<file path="src/design/pgu_pkg.sv">
// Package for the packed genotype unpacker.
// Holds widths, header codes, register indexes, result structs and the code table.
// No dependencies; imported by every module in design/.
package pgu_pkg;

  localparam int IDX_W     = 20;  // counter, register and index width
  localparam int LANES     = 4;   // 2-bit codes per byte
  localparam int LANE_BITS = $clog2(LANES);
  localparam int CNT_W     = $clog2(LANES + 1);
  localparam int ADDR_W    = 3;

  localparam logic [7:0] MAGIC_FIRST  = 8'h6C;
  localparam logic [7:0] MAGIC_SECOND = 8'h1B;

  // register index as seen on paddr[2]
  localparam logic REG_ROW_COUNT = 1'b0;
  localparam logic REG_COL_COUNT = 1'b1;

  // header tracking
  typedef enum logic [1:0] {
    HDR_FIRST  = 2'd0,
    HDR_SECOND = 2'd1,
    HDR_LAYOUT = 2'd2,
    HDR_DATA   = 2'd3
  } hdr_pos_t;

  // 2-bit file codes
  localparam logic [1:0] CODE_HOM_FIRST = 2'b00;
  localparam logic [1:0] CODE_MISSING   = 2'b01;
  localparam logic [1:0] CODE_HET       = 2'b10;
  localparam logic [1:0] CODE_HOM_OTHER = 2'b11;

  localparam logic [1:0] GENO_MISSING = 2'd3;

  typedef struct packed {
    logic [1:0]       genotype;
    logic [IDX_W-1:0] row_index;
    logic [IDX_W-1:0] col_index;
    logic             last_of_byte;
    logic             matrix_done;
    logic             bad_header;
  } result_t;

  // what one lane found for its code
  typedef struct packed {
    result_t res;
    logic    run_end;    // inner run ends at this code
    logic    outer_end;  // and the whole matrix with it
  } lane_out_t;

  // merged view of one byte, back to the counter logic
  typedef struct packed {
    logic any_end;
    logic matrix_end;
  } merge_sum_t;

  function automatic logic [1:0] code_to_count(input logic [1:0] code);
    logic [1:0] g;
    case (code)
      CODE_HOM_FIRST: g = 2'd0;
      CODE_MISSING:   g = GENO_MISSING;
      CODE_HET:       g = 2'd1;
      CODE_HOM_OTHER: g = 2'd2;
      default:        g = GENO_MISSING;
    endcase
    return g;
  endfunction

endpackage

</file>
<file path="src/design/packed_genotype_unpacker.sv">
// Top level of the packed genotype unpacker: config registers, header check,
// matrix counters, four decode lanes and the merge stage.
// Depends on pgu_pkg, pgu_lane, pgu_merge.
//
//   channel  | signals                                | direction
//   ---------+----------------------------------------+----------
//   config   | psel penable pwrite paddr pwdata prdata| in / out
//   input    | in_valid in_ready data_byte            | in
//   output   | out_valid out_ready genotype row_index | out
//            | col_index last_of_byte matrix_done     |
//            | bad_header                             |
//
// A data byte yields one result per code up to the first run end, drained through the
// single-result output register; good header bytes and ignored bytes yield none.
// The next byte is taken when the last result of the previous one moves into the
// output register; while results wait, a stalled output holds in_ready low.
// Synchronous reset clears counters, header state and the result buffer;
// row_count and col_count reset to 1.
module packed_genotype_unpacker (
  input  logic                          clk,
  input  logic                          rst,
  // config port
  input  logic                          psel,
  input  logic                          penable,
  input  logic                          pwrite,
  input  logic [pgu_pkg::ADDR_W-1:0]    paddr,
  input  logic [31:0]                   pwdata,
  output logic [31:0]                   prdata,
  output logic                          pready,
  // input channel
  input  logic                          in_valid,
  output logic                          in_ready,
  input  logic [7:0]                    data_byte,
  // output channel
  output logic                          out_valid,
  input  logic                          out_ready,
  output logic [1:0]                    genotype,
  output logic [pgu_pkg::IDX_W-1:0]     row_index,
  output logic [pgu_pkg::IDX_W-1:0]     col_index,
  output logic                          last_of_byte,
  output logic                          matrix_done,
  output logic                          bad_header
);
  import pgu_pkg::*;

  logic [IDX_W-1:0] row_count;
  logic [IDX_W-1:0] col_count;
  hdr_pos_t         hdr_pos;
  hdr_pos_t         hdr_pos_next;
  logic             variant_major;
  logic             variant_major_next;
  logic [IDX_W-1:0] inner;
  logic [IDX_W-1:0] inner_next;
  logic [IDX_W-1:0] outer;
  logic [IDX_W-1:0] outer_next;
  logic             finished;
  logic             finished_next;
  logic             error_seen;
  logic             error_seen_next;

  logic             accept;
  logic             room;
  logic             load_lanes;
  logic             load_error;
  logic [IDX_W-1:0] inner_len;
  logic [IDX_W-1:0] outer_len;
  lane_out_t [LANES-1:0] lanes;
  merge_sum_t       sum;
  result_t          out_res;

  // config port
  assign pready = 1'b1;
  always_ff @(posedge clk) begin
    if (rst) begin
      row_count <= IDX_W'(1);
      col_count <= IDX_W'(1);
    end else if (psel && penable && pwrite && pready) begin
      case (paddr[2])
        REG_ROW_COUNT: row_count <= pwdata[IDX_W-1:0];
        REG_COL_COUNT: col_count <= pwdata[IDX_W-1:0];
        default: ;
      endcase
    end
  end

  always_comb begin
    case (paddr[2])
      REG_ROW_COUNT: prdata = 32'(row_count);
      REG_COL_COUNT: prdata = 32'(col_count);
      default:       prdata = '0;
    endcase
  end

  assign in_ready  = room;
  assign accept    = in_valid && in_ready;
  assign inner_len = variant_major ? row_count : col_count;
  assign outer_len = variant_major ? col_count : row_count;

  // decode lanes, one per 2-bit code
  for (genvar i = 0; i < LANES; i++) begin : g_lane
    pgu_lane u_lane (
      .lane_id       (LANE_BITS'(i)),
      .code          (data_byte[2*i +: 2]),
      .inner         (inner),
      .outer         (outer),
      .inner_len     (inner_len),
      .outer_len     (outer_len),
      .variant_major (variant_major),
      .lane          (lanes[i])
    );
  end

  pgu_merge u_merge (
    .clk        (clk),
    .rst        (rst),
    .load_lanes (load_lanes),
    .load_error (load_error),
    .lanes      (lanes),
    .sum        (sum),
    .room       (room),
    .out_valid  (out_valid),
    .out_ready  (out_ready),
    .out_res    (out_res)
  );

  // header check and matrix counters
  always_comb begin
    hdr_pos_next       = hdr_pos;
    variant_major_next = variant_major;
    inner_next         = inner;
    outer_next         = outer;
    finished_next      = finished;
    error_seen_next    = error_seen;
    load_lanes         = 1'b0;
    load_error         = 1'b0;
    if (accept) begin
      if (error_seen) begin
        load_error = 1'b1;
      end else if (hdr_pos != HDR_DATA) begin
        if ((hdr_pos == HDR_FIRST && data_byte != MAGIC_FIRST) ||
            (hdr_pos == HDR_SECOND && data_byte != MAGIC_SECOND)) begin
          error_seen_next = 1'b1;
          load_error      = 1'b1;
        end else begin
          if (hdr_pos == HDR_LAYOUT) begin
            variant_major_next = (data_byte != 8'd0);
          end
          case (hdr_pos)
            HDR_FIRST:  hdr_pos_next = HDR_SECOND;
            HDR_SECOND: hdr_pos_next = HDR_LAYOUT;
            default:    hdr_pos_next = HDR_DATA;
          endcase
        end
      end else if (!finished) begin
        load_lanes = 1'b1;
        if (sum.any_end) begin
          inner_next = '0;
          if (sum.matrix_end) begin
            outer_next    = '0;
            finished_next = 1'b1;
          end else begin
            outer_next = outer + IDX_W'(1);
          end
        end else begin
          inner_next = inner + IDX_W'(LANES);
        end
      end
    end
  end

  always_ff @(posedge clk) begin
    if (rst) begin
      hdr_pos       <= HDR_FIRST;
      variant_major <= 1'b0;
      inner         <= '0;
      outer         <= '0;
      finished      <= 1'b0;
      error_seen    <= 1'b0;
    end else begin
      hdr_pos       <= hdr_pos_next;
      variant_major <= variant_major_next;
      inner         <= inner_next;
      outer         <= outer_next;
      finished      <= finished_next;
      error_seen    <= error_seen_next;
    end
  end

  assign genotype     = out_res.genotype;
  assign row_index    = out_res.row_index;
  assign col_index    = out_res.col_index;
  assign last_of_byte = out_res.last_of_byte;
  assign matrix_done  = out_res.matrix_done;
  assign bad_header   = out_res.bad_header;

endmodule

</file>
<file path="src/design/pgu_lane.sv">
// One decode lane: maps a 2-bit code to a genotype and works out its position.
// Depends on pgu_pkg.
module pgu_lane (
  input  logic [pgu_pkg::LANE_BITS-1:0] lane_id,
  input  logic [1:0]                    code,
  input  logic [pgu_pkg::IDX_W-1:0]     inner,
  input  logic [pgu_pkg::IDX_W-1:0]     outer,
  input  logic [pgu_pkg::IDX_W-1:0]     inner_len,
  input  logic [pgu_pkg::IDX_W-1:0]     outer_len,
  input  logic                          variant_major,
  output pgu_pkg::lane_out_t            lane
);
  import pgu_pkg::*;

  logic [IDX_W-1:0] pos;
  logic [IDX_W:0]   next_inner;
  logic [IDX_W:0]   next_outer;
  logic             run_end;

  // position of this code assuming no earlier lane ended the run
  assign pos        = inner + IDX_W'(lane_id);
  assign next_inner = {1'b0, inner} + (IDX_W+1)'(lane_id) + (IDX_W+1)'(1);
  assign next_outer = {1'b0, outer} + (IDX_W+1)'(1);
  // wider compare also covers counter wrap; zero length ends at once
  assign run_end    = next_inner >= {1'b0, inner_len};

  always_comb begin
    lane.res.genotype     = code_to_count(code);
    lane.res.row_index    = variant_major ? pos : outer;
    lane.res.col_index    = variant_major ? outer : pos;
    lane.res.last_of_byte = run_end || (lane_id == LANE_BITS'(LANES - 1));
    lane.res.matrix_done  = run_end && (next_outer >= {1'b0, outer_len});
    lane.res.bad_header   = 1'b0;
    lane.run_end          = run_end;
    lane.outer_end        = run_end && (next_outer >= {1'b0, outer_len});
  end

endmodule

</file>
<file path="src/design/pgu_merge.sv">
// Merge stage: cuts lane results at the first run end, buffers them and drains
// them to the output register, one per cycle unless stalled. Depends on pgu_pkg.
module pgu_merge (
  input  logic                                  clk,
  input  logic                                  rst,
  input  logic                                  load_lanes,
  input  logic                                  load_error,
  input  pgu_pkg::lane_out_t [pgu_pkg::LANES-1:0] lanes,
  output pgu_pkg::merge_sum_t                   sum,
  output logic                                  room,
  output logic                                  out_valid,
  input  logic                                  out_ready,
  output pgu_pkg::result_t                      out_res
);
  import pgu_pkg::*;

  result_t          buffer [LANES];
  logic [CNT_W-1:0] cnt;
  logic [CNT_W-1:0] cnt_next;
  logic [CNT_W-1:0] take;
  logic             pop;
  result_t          err_res;

  // first lane that ends the run sets the count
  always_comb begin
    take           = CNT_W'(LANES);
    sum.any_end    = 1'b0;
    sum.matrix_end = 1'b0;
    for (int k = LANES - 1; k >= 0; k--) begin
      if (lanes[k].run_end) begin
        take           = CNT_W'(k + 1);
        sum.any_end    = 1'b1;
        sum.matrix_end = lanes[k].outer_end;
      end
    end
  end

  always_comb begin
    err_res              = '0;
    err_res.last_of_byte = 1'b1;
    err_res.bad_header   = 1'b1;
  end

  assign pop  = (cnt != '0) && (!out_valid || out_ready);
  assign room = (cnt == '0) || ((cnt == CNT_W'(1)) && pop);

  always_comb begin
    cnt_next = cnt;
    if (pop) begin
      cnt_next = cnt - CNT_W'(1);
    end
    if (load_lanes) begin
      cnt_next = take;
    end else if (load_error) begin
      cnt_next = CNT_W'(1);
    end
  end

  // result buffer, head at entry 0
  always_ff @(posedge clk) begin
    if (rst) begin
      cnt <= '0;
    end else begin
      cnt <= cnt_next;
    end
    if (load_lanes) begin
      for (int k = 0; k < LANES; k++) begin
        buffer[k] <= lanes[k].res;
      end
    end else if (load_error) begin
      buffer[0] <= err_res;
    end else if (pop) begin
      for (int k = 0; k < LANES - 1; k++) begin
        buffer[k] <= buffer[k+1];
      end
    end
  end

  // output register
  always_ff @(posedge clk) begin
    if (rst) begin
      out_valid <= 1'b0;
    end else if (pop) begin
      out_valid <= 1'b1;
    end else if (out_ready) begin
      out_valid <= 1'b0;
    end
    if (pop) begin
      out_res <= buffer[0];
    end
  end

endmodule
</file>
<file path="config.mk">
export PLATFORM = sky130hd
export DESIGN_NAME = packed_genotype_unpacker
export DESIGN_NICKNAME = d
export VERILOG_FILES = /design/src/design/pgu_pkg.sv /design/src/design/packed_genotype_unpacker.sv /design/src/design/pgu_lane.sv /design/src/design/pgu_merge.sv
export SDC_FILE = /design/constraint.sdc
export NUM_CORES = 1
export LEC_CHECK = 0
export BUFFER_PORTS_ARGS = -buffer_cell sky130_fd_sc_hd__buf_2
export CAP_MARGIN = 10
export CORE_MARGIN = 3
export CORE_UTILIZATION = 60
export CTS_BUF_LIST = sky130_fd_sc_hd__clkbuf_16
export DETAILED_ROUTE_END_ITERATION = 10
export GPL_ROUTABILITY_DRIVEN = 0
export PLACE_DENSITY = 0.81
export SETUP_SLACK_MARGIN = 0.4
export SYNTH_ARGS = -nofsm -noshare
export SYNTH_HDL_FRONTEND = slang
export SYNTH_SLANG_ARGS = --single-unit
</file>
<file path="constraint.sdc">
create_clock -name clk -period 14.1 [get_ports clk]
set_input_delay 2.82 -clock clk [delete_from_list [all_inputs] [get_ports clk]]
set_output_delay 2.82 -clock clk [all_outputs]
set_load 0.005 [all_outputs]
</file>
# ---- Word level (Yosys, flattened, before mapping)
# Memory sizes are Yosys's and may differ from the RTL's. A register that Yosys moved wholly into a read port is not among the register bits.
# Cells that the tools add are included.
dict set report totals {
  register_bits 89
  ram_bits 180
  input_bits 50
  output_inout_bits 80
  elab_cells 142
  mem_count 1
}
dict set report op_classes {
  n_addsub 13
  order_cmp 5
  eq_ne 18
  muxes 54
  bitwise 9
  n_reduce_logical 32
}
# name words width rd rd_ports_with_merged_regs wr line_no
set mem_list {}
lappend mem_list {u_merge.buffer 4 45 4 1 4 pgu_merge.sv:17} ;# result_t buffer [LANES];
# op count
set ops {}
lappend ops {{2-to-1 mux 20 bit} 12}
lappend ops {{2-to-1 mux 45 bit} 4}
lappend ops {{>= comparator 21 x 20 -> 1 bit} 5}
lappend ops {{one-hot mux 32 bit (2 select lines)} 1}
lappend ops {{adder 21 x 1 -> 21 bit (second input constant)} 3}
lappend ops {{adder 20 x 1 -> 21 bit (second input constant)} 2}
lappend ops {{adder 20 x 2 -> 21 bit (second input constant)} 2}
lappend ops {{adder 20 x 1 -> 20 bit (second input constant)} 2}
lappend ops {{adder 20 x 2 -> 20 bit (second input constant)} 2}
lappend ops {{one-hot mux 2 bit (4 select lines)} 4}
lappend ops {{2-to-1 mux 1 bit} 22}
lappend ops {{adder 20 x 3 -> 20 bit (second input constant)} 1}
lappend ops {{equality test 2 bit (second input constant)} 9}
lappend ops {{2-to-1 mux 3 bit} 6}
lappend ops {{logical AND 1 bit} 11}
lappend ops {{equality test 2 x 1 -> 1 bit (second input constant)} 5}
lappend ops {{logical NOT 2 bit} 5}
lappend ops {{AND reduction 5 bit} 2}
lappend ops {{2-to-1 mux 2 bit} 4}
lappend ops {{inequality test 8 x 5 -> 1 bit (second input constant)} 1}
lappend ops {{inequality test 8 x 7 -> 1 bit (second input constant)} 1}
lappend ops {{AND reduction 4 bit} 2}
lappend ops {{nonzero test 8 bit} 1}
lappend ops {{nonzero test 3 bit} 2}
lappend ops {{other kinds (12)} 22}

# ---- Longest topological paths before layout
dict set report depth {
  word_depth 12
  ltp_mapped 18
  ltp_nobuf 16
}

# ---- Cells and area by module
# A second synthesis with hierarchy kept.
dict set report unflattened {
  hier_cells 2395
  hier_area_um2 24086.9
}
# module instances cells_per_inst area_each_um2 seq_area_each_um2
set modules_own_cells {}
lappend modules_own_cells {pgu_merge 1 430 9022.4 6836.6}
lappend modules_own_cells {{pgu_lane at g_lane[0].u_lane ...} 2 366 2702.6 0.0}
lappend modules_own_cells {packed_genotype_unpacker 1 512 4276.6 1661.6}
lappend modules_own_cells {{pgu_lane at g_lane[3].u_lane} 1 361 2711.4 0.0}
lappend modules_own_cells {{pgu_lane at g_lane[2].u_lane} 1 360 2671.3 0.0}

# ---- Worst setup path after synthesis
# No wires, ideal clock.
dict set report synth_path {
  path_kind {input -> register}
  from {input port out_ready}
  to {memory u_merge.buffer[1][10] in the netlist's numbering (enable)}
  setup_ns 0.449
  arrival_ns 7.448
  required_time_ns 13.651
  path_slack_ns 6.203
  cell_stages 4
  n_path_buf 0
  path_cell_list {inv_1 -> a21oi_1 -> nand2_1 -> nand2_1}
}
# element line_no
set synth_lines {}
lappend synth_lines {{from (decl)} packed_genotype_unpacker.sv:36} ;# input logic out_ready,
lappend synth_lines {{to (decl)} pgu_merge.sv:17}

# ---- Final worst setup path
dict set report layout_path {
  from {input port paddr[2] in the netlist's numbering}
  to {output port prdata[3]}
}
dict set report layout_via {
  elab_chain_cells 2
}
# element line_no
set layout_rtl {}
lappend layout_rtl {{from (decl)} packed_genotype_unpacker.sv:26} ;# input logic [pgu_pkg::ADDR_W-1:0] paddr,
lappend layout_rtl {{inverter 1 bit} --}
lappend layout_rtl {{one-hot mux 32 bit (2 select lines) (*)} packed_genotype_unpacker.sv:87} ;# case (paddr[2])
lappend layout_rtl {{to (decl)} packed_genotype_unpacker.sv:28} ;# output logic [31:0] prdata,
# Every way passes the cells marked *; elsewhere a longest branch is shown, timed or not. The select of a mux whose other input is x is not followed.

==> metrics <==
status=complete, no violations; fraction of layout cells with a size suffix above 1=~15%; Worst Setup End Kind=output port; Max-cap violations=0; crit path DAT=3820 ps; number of synthesized flops with an enable pin=~220; worst r2r path cells=15; worst rel slew slack=between 20 and 30%; worst skew pair latency=560 ps; Worst setup SP type=input pin; GRT Total Usage=23.2%; r2r endpoint=outer[4]$_SDFFE_PP0P_; WHS Endpoint=u_merge.out_res[26]$_DFFE_PP_; Min Hold Slack=418 ps; VDD IR-drop max=0.000168 V; Main synth FF type=edfxtp_1; Required @ worst endpoint=11280 ps; number of global-route vias before repair=approximately 11000; final hold viol count=0; TritonCTS Sinks=308; minimum clock period=around 6600 ps; Synth Instances=between 1000 and 1500; CTS root buf=clkbuf_16; # rows=57; synthesized area=15300 um^2; detailed-route via count=11100; Seq pwr share=around half; Sw Share=32.1%; yosys warns=0; FF+latch count, synth=308; hold buffers post-CTS=0; CORE AREA=24700 um^2; post-route ant nets=0; Iter 0 DRT Violations=1060; Internal=2.14 mW; r2r setup slk=9030 ps; ant diodes=0; post-DP HPWL=between 20 and 25 mm; Worst R2R Start=outer[0]$_SDFFE_PP0P_; Port Buffers=102; Hold Crit Depth=0; Final Util=approximately 68%; Crit Path Class=input pin to output port; Nets=1666; Synth cell types=58; Max H-tree Level=1; routed len/inst=17.5 um; initial antenna violation count=0; Top Ports=130; CTS buffer count=30; final WL=~33 mm; Clk network pwr share=about a quarter; Switch Pwr=1.01 mW; fraction of registers with async set/reset=0%; Cell Pwr Density=188 nW/um^2; Logic pwr share=27.7%; Clock Path Buffers=3; Worst Path Max Fanout=23; global-route wire length before repair=53.6 mm; postcts setup bufs=0; setup TNS=0 ps; Mean Syn Cell Area=10.2 um^2; final setup fails=0; total power=3.16 mW; Post-route DRC=0; register area share after synthesis=54.7%; initial core utilization=62.1%; largest net degree at the start of global routing=115; setup slack after placement=roughly 7500 ps; first drt pass iteration count=5; Area Overhead vs Synth=9.67%; total grt overflow=0; fin crit share=47.1%; RSZ-0062 raised after global routing=false; pins over their slew limit=0; die area=27500 um^2; Leak=6.47 nW; clk_skew=15.7 ps; Via-to-Cell Ratio=between 5 and 6; fill cell count=1845; Slew @ Worst Pin=between 1000 and 1500 ps; CTS tree=built; Hold Path Origin=u_merge.buffer[0][26]$_DFFE_PP_; HP Class=flip-flop to flip-flop; Reg clk slew, reported paths=~60 ps; fmax=151 MHz; Final WS setup=7460 ps; die height=166 um; Post-CTS Resized=0; Die W=166 um
state kept, by name, indices dropped and copies added, names as in the netlist:
register	flops
u_merge.out_res	45
inner	18
outer	20
col_count	20
finished	1
error_seen	1
u_merge.cnt	3
row_count	20
variant_major	1
u_merge.buffer	176
u_merge.out_valid	1
hdr_pos	2
how the worst max path moves through the flow:
stage	from	to	slack, ps	cells after the start
5_1_grt	paddr[2]	prdata[4]	7420	3
3_5_place_dp	paddr[2]	prdata[3]	7480	3
2_1_floorplan	out_ready	u_merge.buffer[1][10]$_DFFE_PP_	6200	4
3_3_place_gp	paddr[2]	prdata[0]	7490	3
4_1_cts	paddr[2]	prdata[3]	7480	3
6_report	paddr[2]	prdata[3]	7460	3
cells in the final DEF, fill, tap and decap left out, drive strengths merged, types with 7 or more instances in the layout:
| master | synthesis | routed |
|---|---|---|
| a21o | 9 | 9 |
| a21oi | 135 | 135 |
| and3 | 15 | 15 |
| buf | 39 | 115 |
| clkbuf | 83 | 30 |
| clkinv | 2 | 14 |
| conb | 2 | 13 |
| dfxtp | 87 | 87 |
| edfxtp | 221 | 221 |
| ha | 82 | 82 |
| inv | 22 | 32 |
| mux2 | 58 | 58 |
| mux2i | 38 | 38 |
| nand2 | 152 | 152 |
| nand2b | 9 | 9 |
| nand3 | 56 | 56 |
| nand4 | 18 | 18 |
| nor2 | 298 | 298 |
| nor3 | 12 | 12 |
| nor4 | 7 | 7 |
| o21ai | 32 | 32 |
| o31ai | 17 | 17 |
| xnor2 | 24 | 24 |
| xor2 | 12 | 12 |
critical path, stage by stage:
cell and delay, ps:
buf_2 450, mux2_2 410, buf_2 130
stage by stage:
step	std cells	area [um^2]
3_5_place_dp	1826	15900
4_1_cts	1881	16800
5_1_grt	1881	16800
6_report	1881	16800
2_1_floorplan	1509	15400
3_3_place_gp	1826	15900
cell usage after synthesis (7+ instances only):
library cell  number  area share [%]
nand4_1           18            0.73
buf_2             12            0.39
nand2_1          151             3.7
dfxtp_1           87              11
nand3_1           56             1.8
nor2_1           298             7.3
a21o_1             9            0.44
xor2_1            12            0.69
o21ai_0           29            0.95
mux2_2            58             4.3
clkbuf_1          83             2.0
xnor2_1           24             1.4
o31ai_1           17            0.83
nor3_1            10            0.33
buf_1              7            0.17
and3_1            15            0.61
a21oi_1          135             4.4
edfxtp_1         221              43
inv_1             22            0.54
buf_4             19            0.93
ha_1              82             6.7
mux2i_1           38             2.5
nand2b_1           9            0.37
area by class of cell:
| class | count | area (um^2) | area share, % |
|---|---|---|---|
| Timing Repair Buffer | 115 | 608 | 3.62 |
| Multi-Input combinational cell | 1055 | 6380 | 38.0 |
| Sequential cell | 308 | 8380 | 49.9 |
| Clock inverter | 25 | 188 | 1.12 |
| Inverter | 24 | 90.1 | 0.536 |
| Tap cell | 324 | 405 | 2.41 |
| Clock buffer | 30 | 751 | 4.47 |
cell families after synthesis:
kind of cell	Yosys count	synth area share, %
muxes	96	6.74
DFF	308	54.7
xor gates and xnor gates	36	2.06
buffers and inverters	146	4.19
other	2	0.0490
adders and majority gates	82	6.69
AOI/OAI and AO/OA	231	8.74
and+or+nand+nor	597	16.9
routing by layer:
metal  up-vias  share of wire, %  wire length (um)  track usage (%)
met5         -                 0                 0                0
li1       5329                 -                 -                -
met1      5246                41             13600             31.6
met2       425                49             16100             39.0
met3        65               6.7              2210             3.14
met4         0               3.0               975             7.52
power by group through the flow:
| stage | clock, mW | combinational, mW | sequential, mW |
|---|---|---|---|
| 3_5_place_dp | 0 | 0.880 | 1.55 |
| 4_1_cts | 0.770 | 0.884 | 1.53 |
| 2_1_floorplan | 0 | 0.604 | 1.56 |
| 6_report | 0.760 | 0.874 | 1.52 |
| 5_1_grt | 0.810 | 0.989 | 1.55 |
| 3_3_place_gp | 0 | 0.835 | 1.53 |
(Power assumes the default switching activity.)
